===== config.mk =====
export PLATFORM = sky130hd
export DESIGN_NAME = triangle_scanline_fill_unit
export DESIGN_NICKNAME = d
export VERILOG_FILES = /design/src/tsf_pkg.sv /design/src/tsf_sort.sv /design/src/tsf_cross.sv /design/src/triangle_scanline_fill_unit.sv
export SDC_FILE = /design/constraint.sdc
export NUM_CORES = 1
export LEC_CHECK = 0
export BUFFER_PORTS_ARGS = -buffer_cell sky130_fd_sc_hd__clkbuf_2
export CAP_MARGIN = 20
export CORE_MARGIN = 2
export CORE_UTILIZATION = 55
export CTS_CLUSTER_SIZE = 24
export DETAILED_ROUTE_END_ITERATION = 7
export GPL_TIMING_DRIVEN = 0
export PLACE_DENSITY = 0.69
export SLEW_MARGIN = 30
export SYNTH_ARGS = -nofsm -noshare
export SYNTH_HDL_FRONTEND = slang
export SYNTH_SLANG_ARGS = --single-unit

===== constraint.sdc =====
create_clock -name clk -period 13.9 [get_ports clk]
set_input_delay 1.39 -clock clk [delete_from_list [all_inputs] [get_ports clk]]
set_output_delay 1.39 -clock clk [all_outputs]
set_load 0.005 [all_outputs]

===== src/tsf_pkg.sv =====
// ----------------------------------------------------------------------------
// tsf_pkg
// Shared types, widths and helpers of the triangle scanline fill unit: item
// structs, vertex and crossing request types, register codes, crop rounding.
// ----------------------------------------------------------------------------
package tsf_pkg;

    // Field widths of the input and result items
    localparam int COORD_BITS = 12;
    localparam int ROW_BITS   = 6;
    localparam int COL_BITS   = 8;
    localparam int CHAR_BITS  = 8;

    // Configuration register widths and reset values
    localparam int CFG_W_BITS = 9;
    localparam int CFG_H_BITS = 7;
    localparam logic [CFG_W_BITS-1:0] WIDTH_RESET  = 9'd80;
    localparam logic [CFG_H_BITS-1:0] HEIGHT_RESET = 7'd32;

    // APB port geometry
    localparam int ADDR_BITS = 3;
    localparam int DATA_BITS = 32;

    // Arithmetic widths of the crossing unit
    localparam int SX_BITS   = COORD_BITS + 2;              // x scaled by 4
    localparam int XW        = SX_BITS + 2;                 // crossing / difference
    localparam int DY_BITS   = COORD_BITS + 1;              // y differences
    localparam int PROD_BITS = XW + DY_BITS;                // signed product
    localparam int MAG_BITS  = PROD_BITS - 1;               // product magnitude
    localparam int DEN_BITS  = COORD_BITS;                  // divisor magnitude
    localparam int DIV_STEPS = (MAG_BITS + 1) / 2;          // two bits per cycle
    localparam int DIV_BITS  = 2 * DIV_STEPS;
    localparam int STEP_BITS = $clog2(DIV_STEPS);

    // Crop rounding bias
    localparam logic signed [XW:0] CROP_BIAS = (XW+1)'(2);

    typedef enum logic [0:0] {
        REG_WIDTH  = 1'b0,
        REG_HEIGHT = 1'b1
    } cfg_reg_t;

    typedef struct packed {
        logic signed [COORD_BITS-1:0] first_x;
        logic signed [COORD_BITS-1:0] first_y;
        logic signed [COORD_BITS-1:0] second_x;
        logic signed [COORD_BITS-1:0] second_y;
        logic signed [COORD_BITS-1:0] third_x;
        logic signed [COORD_BITS-1:0] third_y;
        logic        [CHAR_BITS-1:0]  fill_char;
    } in_item_t;

    typedef struct packed {
        logic [ROW_BITS-1:0]  row;
        logic [COL_BITS-1:0]  span_start;
        logic [COL_BITS-1:0]  span_end;
        logic                 span_empty;
        logic [CHAR_BITS-1:0] char_out;
        logic                 last_row;
    } out_item_t;

    typedef struct packed {
        logic signed [COORD_BITS-1:0] x;
        logic signed [COORD_BITS-1:0] y;
    } vertex_t;

    // One edge crossing: start point, end point and the row
    typedef struct packed {
        logic signed [SX_BITS-1:0]    xs;
        logic signed [COORD_BITS-1:0] ys;
        logic signed [SX_BITS-1:0]    xe;
        logic signed [COORD_BITS-1:0] ye;
        logic        [ROW_BITS-1:0]   y;
    } cross_req_t;

    // Signed divide by four, truncating toward zero
    function automatic logic signed [XW:0] div4_trunc(input logic signed [XW:0] v);
        logic signed [XW:0] q;
        q = v >>> 2;
        if (v[XW] && (v[1:0] != 2'b00))
        begin
            q = q + (XW+1)'(1);
        end
        return q;
    endfunction

endpackage


===== src/tsf_sort.sv =====
// ----------------------------------------------------------------------------
// tsf_sort
// Stable three-vertex sort by y with strict compares (bubble order).
// ----------------------------------------------------------------------------
module tsf_sort
    import tsf_pkg::*;
(
    input  in_item_t item,
    output vertex_t  sorted [3]
);

    vertex_t a0;
    vertex_t a1;
    vertex_t a2;
    vertex_t t;

    // Swap first/second, second/third, then first/second again
    always_comb
    begin
        a0 = '{x: item.first_x,  y: item.first_y};
        a1 = '{x: item.second_x, y: item.second_y};
        a2 = '{x: item.third_x,  y: item.third_y};
        t  = a0;
        if (a0.y > a1.y)
        begin
            t  = a0;
            a0 = a1;
            a1 = t;
        end
        if (a1.y > a2.y)
        begin
            t  = a1;
            a1 = a2;
            a2 = t;
        end
        if (a0.y > a1.y)
        begin
            t  = a0;
            a0 = a1;
            a1 = t;
        end
        sorted[0] = a0;
        sorted[1] = a1;
        sorted[2] = a2;
    end

endmodule


===== src/tsf_cross.sv =====
// ----------------------------------------------------------------------------
// tsf_cross
// Shared edge crossing unit: xs + (xe-xs)*(y-ys)/(ye-ys), truncating toward
// zero. A multiply state, then a restoring divider retiring two bits per
// cycle on magnitudes. A horizontal edge returns xe.
// ----------------------------------------------------------------------------
module tsf_cross
    import tsf_pkg::*;
(
    input  logic                     clk,
    input  logic                     rst_n,
    input  logic                     start,
    input  cross_req_t               req,
    output logic                     done,
    output logic signed [XW-1:0]     result
);

    typedef enum logic [3:0] {
        C_IDLE = 4'b0001,
        C_MUL  = 4'b0010,
        C_DIV  = 4'b0100,
        C_DONE = 4'b1000
    } cross_state_t;

    cross_state_t state_reg, state_next;

    logic signed [SX_BITS-1:0]   xs_reg;
    logic signed [SX_BITS-1:0]   xe_reg;
    logic signed [XW-1:0]        dx_reg;
    logic signed [DY_BITS-1:0]   dyn_reg;
    logic signed [DY_BITS-1:0]   den_reg;
    logic                        neg_reg;
    logic                        horiz_reg;
    logic [DEN_BITS-1:0]         dmag_reg;
    logic [DEN_BITS-1:0]         rem_reg;
    logic [DIV_BITS-1:0]         quo_reg;
    logic [STEP_BITS-1:0]        cnt_reg;

    logic signed [PROD_BITS-1:0] prod;
    logic signed [PROD_BITS-1:0] pmag;
    logic signed [DY_BITS-1:0]   dmag;
    logic [DEN_BITS:0]           r1;
    logic [DEN_BITS:0]           r1s;
    logic                        ge1;
    logic [DIV_BITS-1:0]         q1;
    logic [DEN_BITS:0]           r2;
    logic [DEN_BITS:0]           r2s;
    logic                        ge2;
    logic [DIV_BITS-1:0]         q2;
    logic signed [XW-1:0]        qv;

    // Multiply the differences, take magnitudes
    assign prod = PROD_BITS'(dx_reg) * PROD_BITS'(dyn_reg);
    assign pmag = prod[PROD_BITS-1] ? -prod : prod;
    assign dmag = den_reg[DY_BITS-1] ? -den_reg : den_reg;

    // Two restoring steps per cycle
    always_comb
    begin
        r1  = {rem_reg, quo_reg[DIV_BITS-1]};
        ge1 = (r1 >= {1'b0, dmag_reg});
        r1s = ge1 ? (r1 - {1'b0, dmag_reg}) : r1;
        q1  = {quo_reg[DIV_BITS-2:0], ge1};
        r2  = {r1s[DEN_BITS-1:0], q1[DIV_BITS-1]};
        ge2 = (r2 >= {1'b0, dmag_reg});
        r2s = ge2 ? (r2 - {1'b0, dmag_reg}) : r2;
        q2  = {q1[DIV_BITS-2:0], ge2};
    end

    // Apply the sign and add the start point
    assign qv     = $signed({1'b0, quo_reg[XW-2:0]});
    assign result = horiz_reg ? XW'(xe_reg) : (XW'(xs_reg) + (neg_reg ? -qv : qv));
    assign done   = (state_reg == C_DONE);

    // Sequence the unit
    always_comb
    begin
        state_next = state_reg;
        unique case (state_reg)
            C_IDLE:
            begin
                if (start)
                begin
                    state_next = C_MUL;
                end
            end
            C_MUL:
            begin
                state_next = (den_reg == '0) ? C_DONE : C_DIV;
            end
            C_DIV:
            begin
                if (cnt_reg == STEP_BITS'(DIV_STEPS - 1))
                begin
                    state_next = C_DONE;
                end
            end
            C_DONE:
            begin
                state_next = C_IDLE;
            end
            default:
            begin
                state_next = C_IDLE;
            end
        endcase
    end

    always_ff @(posedge clk or negedge rst_n)
    begin
        if (!rst_n)
        begin
            state_reg <= C_IDLE;
            cnt_reg   <= '0;
        end
        else
        begin
            state_reg <= state_next;
            if (state_reg == C_MUL)
            begin
                cnt_reg <= '0;
            end
            else if (state_reg == C_DIV)
            begin
                cnt_reg <= cnt_reg + STEP_BITS'(1);
            end
        end
    end

    // Capture operands, load the divider, advance it
    always_ff @(posedge clk)
    begin
        if ((state_reg == C_IDLE) && start)
        begin
            xs_reg  <= req.xs;
            xe_reg  <= req.xe;
            dx_reg  <= XW'(req.xe) - XW'(req.xs);
            dyn_reg <= DY_BITS'($signed({1'b0, req.y})) - DY_BITS'(req.ys);
            den_reg <= DY_BITS'(req.ye) - DY_BITS'(req.ys);
        end
        else if (state_reg == C_MUL)
        begin
            horiz_reg <= (den_reg == '0);
            neg_reg   <= prod[PROD_BITS-1] ^ den_reg[DY_BITS-1];
            dmag_reg  <= dmag[DEN_BITS-1:0];
            quo_reg   <= DIV_BITS'(pmag[MAG_BITS-1:0]);
            rem_reg   <= '0;
        end
        else if (state_reg == C_DIV)
        begin
            rem_reg <= r2s[DEN_BITS-1:0];
            quo_reg <= q2;
        end
    end

endmodule


===== src/triangle_scanline_fill_unit.sv =====
// Sequence: the setup state after a transfer, then for each row both edge crossings
// on the shared multiply/divide unit (a horizontal edge skips the divide) and an
// emit state that loads the row into the result register.
// Throughput: one triangle at a time; input stalls until the last row is loaded,
// longer while the result side stalls.
// Reset: rst_n clears the sequencer and output valid, width to 80, height to 32.
// ----------------------------------------------------------------------------
// triangle_scanline_fill_unit
// Sorts the vertices by y, walks the visible rows, computes both edge
// crossings per row on one shared unit, crops and clips the span.
// ----------------------------------------------------------------------------
module triangle_scanline_fill_unit
    import tsf_pkg::*;
#(
    parameter int MAX_ROWS = 64,
    parameter int MAX_COLS = 256
)
(
    input  logic                 clk,
    input  logic                 rst_n,
    input  logic                 in_valid,
    output logic                 in_stall,
    input  in_item_t             in_data,
    output logic                 out_valid,
    input  logic                 out_stall,
    output out_item_t            out_data,
    input  logic                 psel,
    input  logic                 penable,
    input  logic                 pwrite,
    input  logic [ADDR_BITS-1:0] paddr,
    input  logic [DATA_BITS-1:0] pwdata,
    output logic [DATA_BITS-1:0] prdata,
    output logic                 pready
);

    localparam logic signed [XW:0]      COL_CAP = (XW+1)'(MAX_COLS);
    localparam logic signed [DY_BITS-1:0] ROW_CAP = DY_BITS'(MAX_ROWS);

    typedef enum logic [6:0] {
        S_IDLE    = 7'b0000001,
        S_START   = 7'b0000010,
        S_CROSS_A = 7'b0000100,
        S_WAIT_A  = 7'b0001000,
        S_CROSS_B = 7'b0010000,
        S_WAIT_B  = 7'b0100000,
        S_EMIT    = 7'b1000000
    } state_t;

    state_t state_reg, state_next;

    logic [CFG_W_BITS-1:0]       width_reg;
    logic [CFG_H_BITS-1:0]       height_reg;
    vertex_t                     sorted [3];
    vertex_t                     vert_reg [3];
    logic [CHAR_BITS-1:0]        char_reg;
    logic [ROW_BITS-1:0]         y_reg;
    logic [ROW_BITS-1:0]         ylast_reg;
    logic signed [XW-1:0]        xa_reg;
    logic signed [XW-1:0]        xb_reg;
    logic                        out_valid_reg;
    out_item_t                   out_data_reg;

    logic                        in_take;
    logic                        cfg_write;
    logic                        emit_load;
    logic                        is_last;
    logic signed [DY_BITS-1:0]   hext;
    logic signed [DY_BITS-1:0]   ylim;
    logic signed [XW:0]          wext;
    logic signed [XW:0]          xmax;
    logic signed [DY_BITS-1:0]   vy0;
    logic signed [DY_BITS-1:0]   vy2;
    logic signed [DY_BITS-1:0]   y0;
    logic signed [DY_BITS-1:0]   ylast;
    logic                        upper;
    logic signed [SX_BITS-1:0]   sx0;
    logic signed [SX_BITS-1:0]   sx1;
    logic signed [SX_BITS-1:0]   sx2;
    cross_req_t                  req_a;
    cross_req_t                  req_b;
    cross_req_t                  req;
    logic                        cross_start;
    logic                        cross_done;
    logic signed [XW-1:0]        cross_x;
    logic signed [XW:0]          lo;
    logic signed [XW:0]          hi;
    logic signed [XW:0]          ra;
    logic signed [XW:0]          rb;
    logic signed [XW:0]          cs;
    logic signed [XW:0]          ce;
    logic                        empty;
    out_item_t                   span;

    // Register file: write on the access phase, read back by address
    assign pready    = 1'b1;
    assign cfg_write = psel && penable && pwrite && pready;

    always_ff @(posedge clk or negedge rst_n)
    begin
        if (!rst_n)
        begin
            width_reg  <= WIDTH_RESET;
            height_reg <= HEIGHT_RESET;
        end
        else if (cfg_write)
        begin
            unique case (cfg_reg_t'(paddr[2]))
                REG_WIDTH:  width_reg  <= pwdata[CFG_W_BITS-1:0];
                REG_HEIGHT: height_reg <= pwdata[CFG_H_BITS-1:0];
                default:    width_reg  <= width_reg;
            endcase
        end
    end

    always_comb
    begin
        unique case (cfg_reg_t'(paddr[2]))
            REG_WIDTH:  prdata = DATA_BITS'(width_reg);
            REG_HEIGHT: prdata = DATA_BITS'(height_reg);
            default:    prdata = '0;
        endcase
    end

    // Screen limits: clamp to the configured maximum, last row and column
    assign hext = $signed(DY_BITS'(height_reg));
    assign ylim = ((hext > ROW_CAP) ? ROW_CAP : hext) - DY_BITS'(1);
    assign wext = $signed((XW+1)'(width_reg));
    assign xmax = ((wext > COL_CAP) ? COL_CAP : wext) - (XW+1)'(1);

    // Sort the incoming vertices
    tsf_sort u_sort (
        .item   (in_data),
        .sorted (sorted)
    );

    assign in_stall = (state_reg != S_IDLE);
    assign in_take  = in_valid && !in_stall;

    // Visible row range
    assign vy0   = DY_BITS'(vert_reg[0].y);
    assign vy2   = DY_BITS'(vert_reg[2].y);
    assign y0    = vy0[DY_BITS-1] ? '0 : vy0;
    assign ylast = (vy2 < ylim) ? vy2 : ylim;

    // Edge selection for the current row
    assign sx0   = $signed({vert_reg[0].x, 2'b00});
    assign sx1   = $signed({vert_reg[1].x, 2'b00});
    assign sx2   = $signed({vert_reg[2].x, 2'b00});
    assign upper = DY_BITS'($signed({1'b0, y_reg})) <= DY_BITS'(vert_reg[1].y);

    always_comb
    begin
        if (upper)
        begin
            req_a = '{xs: sx0, ys: vert_reg[0].y, xe: sx1, ye: vert_reg[1].y, y: y_reg};
            req_b = '{xs: sx0, ys: vert_reg[0].y, xe: sx2, ye: vert_reg[2].y, y: y_reg};
        end
        else
        begin
            req_a = '{xs: sx2, ys: vert_reg[2].y, xe: sx1, ye: vert_reg[1].y, y: y_reg};
            req_b = '{xs: sx2, ys: vert_reg[2].y, xe: sx0, ye: vert_reg[0].y, y: y_reg};
        end
        req = (state_reg == S_CROSS_B) ? req_b : req_a;
    end

    assign cross_start = (state_reg == S_CROSS_A) || (state_reg == S_CROSS_B);

    tsf_cross u_cross (
        .clk    (clk),
        .rst_n  (rst_n),
        .start  (cross_start),
        .req    (req),
        .done   (cross_done),
        .result (cross_x)
    );

    // Order the crossings, crop-round, clip to the screen
    always_comb
    begin
        lo    = (xb_reg < xa_reg) ? (XW+1)'(xb_reg) : (XW+1)'(xa_reg);
        hi    = (xb_reg < xa_reg) ? (XW+1)'(xa_reg) : (XW+1)'(xb_reg);
        ra    = div4_trunc(lo + CROP_BIAS);
        rb    = div4_trunc(hi - CROP_BIAS);
        cs    = ra[XW] ? '0 : ra;
        ce    = (rb > xmax) ? xmax : rb;
        empty = rb[XW] || (ra > xmax) || (cs > ce);
        is_last = (y_reg == ylast_reg);
        span.row        = y_reg;
        span.span_start = empty ? '0 : cs[COL_BITS-1:0];
        span.span_end   = empty ? '0 : ce[COL_BITS-1:0];
        span.span_empty = empty;
        span.char_out   = char_reg;
        span.last_row   = is_last;
    end

    assign emit_load = (state_reg == S_EMIT) && (!out_valid_reg || !out_stall);

    // Row sequencer
    always_comb
    begin
        state_next = state_reg;
        unique case (state_reg)
            S_IDLE:
            begin
                if (in_take)
                begin
                    state_next = S_START;
                end
            end
            S_START:
            begin
                state_next = (y0 > ylast) ? S_IDLE : S_CROSS_A;
            end
            S_CROSS_A:
            begin
                state_next = S_WAIT_A;
            end
            S_WAIT_A:
            begin
                if (cross_done)
                begin
                    state_next = S_CROSS_B;
                end
            end
            S_CROSS_B:
            begin
                state_next = S_WAIT_B;
            end
            S_WAIT_B:
            begin
                if (cross_done)
                begin
                    state_next = S_EMIT;
                end
            end
            S_EMIT:
            begin
                if (emit_load)
                begin
                    state_next = is_last ? S_IDLE : S_CROSS_A;
                end
            end
            default:
            begin
                state_next = S_IDLE;
            end
        endcase
    end

    always_ff @(posedge clk or negedge rst_n)
    begin
        if (!rst_n)
        begin
            state_reg     <= S_IDLE;
            out_valid_reg <= 1'b0;
        end
        else
        begin
            state_reg <= state_next;
            if (emit_load)
            begin
                out_valid_reg <= 1'b1;
            end
            else if (!out_stall)
            begin
                out_valid_reg <= 1'b0;
            end
        end
    end

    // Capture the triangle, step rows, hold crossings and the result
    always_ff @(posedge clk)
    begin
        if (in_take)
        begin
            vert_reg[0] <= sorted[0];
            vert_reg[1] <= sorted[1];
            vert_reg[2] <= sorted[2];
            char_reg    <= in_data.fill_char;
        end
        if (state_reg == S_START)
        begin
            y_reg     <= y0[ROW_BITS-1:0];
            ylast_reg <= ylast[ROW_BITS-1:0];
        end
        else if (emit_load)
        begin
            y_reg <= y_reg + ROW_BITS'(1);
        end
        if ((state_reg == S_WAIT_A) && cross_done)
        begin
            xa_reg <= cross_x;
        end
        if ((state_reg == S_WAIT_B) && cross_done)
        begin
            xb_reg <= cross_x;
        end
        if (emit_load)
        begin
            out_data_reg <= span;
        end
    end

    assign out_valid = out_valid_reg;
    assign out_data  = out_data_reg;

endmodule


==> out/metrics.yaml <==
status: "completed"
post_drt_via_cell_ratio: 5.96
p_sw_share_pct: 49.5
r2r_end: "out_data[17]$_SDFFCE_PP0P_"
first_pass_iters: 6
cts_resized: 0
multi_input_area_mm2: 0.0194
num_antenna_cells: 0
endpoint: "out_data[17]$_SDFFCE_PP0P_"
ys_types: 97
core_area_mm2: 0.0540
finalSetupViolCount: 0
path_class: "flip-flop to flip-flop"
seqCellArea_mm2: 0.00900
grt_antenna_before_repair: 1
pwr-share-seq_pct: 15.6
grt_pass1_wl_um: 135000
layout.nets: 3952
cts_root_buffer: "clkbuf_16"
grt_max_degree: 53
track_usage_pct: 30.5
synthCells: 3183
crit_path_max_incr_delay_ns: 0.70
cts_buffer_depth: 3
numCtsBuffers: 36
clock_latency_ns: 0.57
p_per_area_mw_per_mm2: 263
synth_seq_area_share_pct: 29.9
clock.fmax_mhz: 81.5
worst_slew_pin_slew_ns: 0.974
cts_sinks: 305
htreeDepth: 2
final_util_pct: 61.5
synth_flop_cell: "edfxtp_1"
cts_hold_buf: 0
crit_path_end_kind: "flip-flop"
syn_avg_cell_area_um2: 9.48
p_leak_nw: 14.6
power.clock.fraction_pct: 10.5
reg2reg_slack_ns: 1.64
gp_congestion: 0.951
critPathLaunchType: "flip-flop"
die-area_mm2: 0.0567
preCtsSetupSlack_ns: 1.86
ios: 189
skew_ns: 0.0301
period_share_pct: 88.2
cp_data_required_time_ns: 14.21
grt_pass1_vias: 24638
grt_setup_unrepaired: "false"
combinationalPowerShare_pct: 73.9
fp.dieH_um: 238
switchingPower_w: 0.00433
dpl.hpwl_um: 70600
path_delay_family: "compound AO/OA/AOI/OAI gates"
cts_setup_buffers: 0
yosysTopAreaCellShare_pct: 27.2
synth_area_leaders: "edfxtp_1 (27%), fa_1 (11%), ha_1 (11%), inv_1 (4.1%), mux2i_1 (3.7%)"
fin_setup_tns_ns: 0
die_w_um: 238
start_util_pct: 55.8
intPower_w: 0.00442
arrival_ns: 12.58
ys_async_sr_fraction_pct: 10.5
peakVddDrop_v: 0.000443
synth_seq_cells: 305
worst-path-buf-inv: 9
final_antenna_net_count: 0
globalRouteOverflowTotal: 0
slew_viol_final: 0
num_vias: 24528
drc_errors: 0
drv_cap: 0
hold_viol: 0
syn_to_final_growth_pct: 10.1
holdCritPathClass: "flip-flop to flip-flop"
cts_tree: "built"
cp.depth: 46
fin_ws_ns: 1.64
yosysWarnings: 0
port_buffers: 139
cp_max_fo: 10
fillCellCount: 4634
max_slew_margin_pct: 34.4
drive_gt1_share_pct: 11.0
rr_startpoint: "xa_reg[5]$_DFFE_PP_"
path_clk_slew_ns: 0.06
wl_per_cell_um: 21.0
synth_edf_count: 273
worstRegToRegCells: 46
synth.largest_area_cell: "edfxtp_1"
cpMaxStageDelayCell: "nor3b_2"
wl_um: 86200
largest_reg_flops: 72
rows: 85
syn_area_mm2: 0.0302
drt_iter0_drc: 1974
crit_start: "xa_reg[5]$_DFFE_PP_"
layout_min_cycle_time_ns: 12.26
-- Yosys cell counts, types with 30 or more instances --
cell type    n
inv_1      331
nand2_1    297
edfxtp_1   273
ha_1       271
nor2_1     212
o21ai_0    179
fa_1       170
a21oi_1    148
xnor2_1    128
mux2i_1    112
clkbuf_1   104
and2_1      81
mux2_2      67
nand3_1     56
xor2_1      55
nor2b_1     54
nor3_1      51
a21o_1      44
nand4_1     40
nand2b_1    35
o21a_1      32
or3_1       30
-- cells in the final DEF (no fill, tap or decap), types with 32 or more instances in the layout --
| master | Yosys | final |
|---|---|---|
| a21o_1 | 44 | 44 |
| a21oi_1 | 148 | 147 |
| and2_1 | 81 | 81 |
| clkbuf_1 | 104 | 114 |
| clkbuf_16 | 0 | 38 |
| clkbuf_2 | 0 | 139 |
| edfxtp_1 | 273 | 273 |
| fa_1 | 170 | 170 |
| ha_1 | 271 | 271 |
| inv_1 | 331 | 331 |
| mux2_2 | 67 | 67 |
| mux2i_1 | 112 | 112 |
| nand2_1 | 297 | 296 |
| nand2b_1 | 35 | 35 |
| nand3_1 | 56 | 56 |
| nand4_1 | 40 | 40 |
| nor2_1 | 212 | 209 |
| nor2b_1 | 54 | 54 |
| nor3_1 | 51 | 50 |
| o21a_1 | 32 | 32 |
| o21ai_0 | 179 | 179 |
| xnor2_1 | 128 | 128 |
| xor2_1 | 55 | 55 |
-- metrics by stage --
| step | cells | hold WS (ns) | power (W) | instance area, µm² |
|---|---|---|---|---|
| detailed placement | 4047 | 0.405 | 0.00772 | 32100 |
| floorplan | 3205 | 0.400 | 0.00622 | 30200 |
| global route | 4112 | 0.427 | 0.00950 | 33200 |
| finish | 4112 | 0.419 | 0.00875 | 33200 |
| CTS | 4112 | 0.420 | 0.00870 | 33200 |
| global placement | 4040 | 0.403 | 0.00750 | 31800 |
-- worst min-delay path by stage --
stage                                     start                     to  slack (ns)  depth (start not counted)
final                     char_reg[2]$_DFFE_PP_  out_data[3]$_DFFE_PP_        0.42                          0
after global routing      char_reg[3]$_DFFE_PP_  out_data[4]$_DFFE_PP_        0.43                          0
after CTS                 char_reg[7]$_DFFE_PP_  out_data[8]$_DFFE_PP_        0.42                          0
after detailed placement  char_reg[7]$_DFFE_PP_  out_data[8]$_DFFE_PP_        0.41                          0
after global placement    char_reg[7]$_DFFE_PP_  out_data[8]$_DFFE_PP_        0.40                          0
after floorplan           char_reg[0]$_DFFE_PP_  out_data[1]$_DFFE_PP_        0.40                          0
-- per-layer routing --
layer	up-vias	track usage (%)	wire [µm]
met1	11816	39.8	36500
met4	2	11.3	3460
met2	970	51.9	40900
met3	196	3.85	5340
met5	-	0	12
li1	11544	-	-
-- worst register-to-register path, delay by kind of cell, from the launching register on --
family          cells  cell delay [ns]
compound gates     17             3.56
xor+xnor            2             0.53
fa+ha+maj           4             1.38
buf+inv             9             2.75
flops               1             0.32
simple gates       14             3.49
-- power by group through the flow --
stage | logic, W | registers, W | clock network [W]
after floorplan | 0.00489 | 0.00133 | 0
after global placement | 0.00611 | 0.00139 | 0
after detailed placement | 0.00635 | 0.00138 | 0
after CTS | 0.00640 | 0.00136 | 0.000938
after global routing | 0.00715 | 0.00137 | 0.000974
final | 0.00647 | 0.00136 | 0.000923
-- kinds of logic (layout without fill, tap and decap cells) --
kind of cell / Yosys count / after routing / synth area share (%)
AO/OA/AOI/OAI: 624 / 624 / 13.4
XOR/XNOR: 183 / 183 / 5.31
adder cells (fa/ha/maj): 441 / 441 / 22.5
buffers and inverters: 479 / 690 / 6.38
flip-flops: 305 / 305 / 29.9
multiplexers: 180 / 180 / 6.26
other: 2 / 24 / 0.0249
AND/OR/NAND/NOR: 969 / 969 / 16.2
-- layout make-up --
| type | count | share of cell area [%] |
|---|---|---|
| multi-input cells | 2421 | 58.3 |
| flip-flops and latches | 305 | 27.1 |
| inverters | 333 | 3.77 |
| clock buffers | 50 | 3.03 |
| repair buffers | 146 | 2.67 |
| well taps | 696 | 2.62 |
| plain buffers | 146 | 2.03 |
| clock inverters | 15 | 0.452 |
Note: power is estimated with default switching activity, not from simulation.
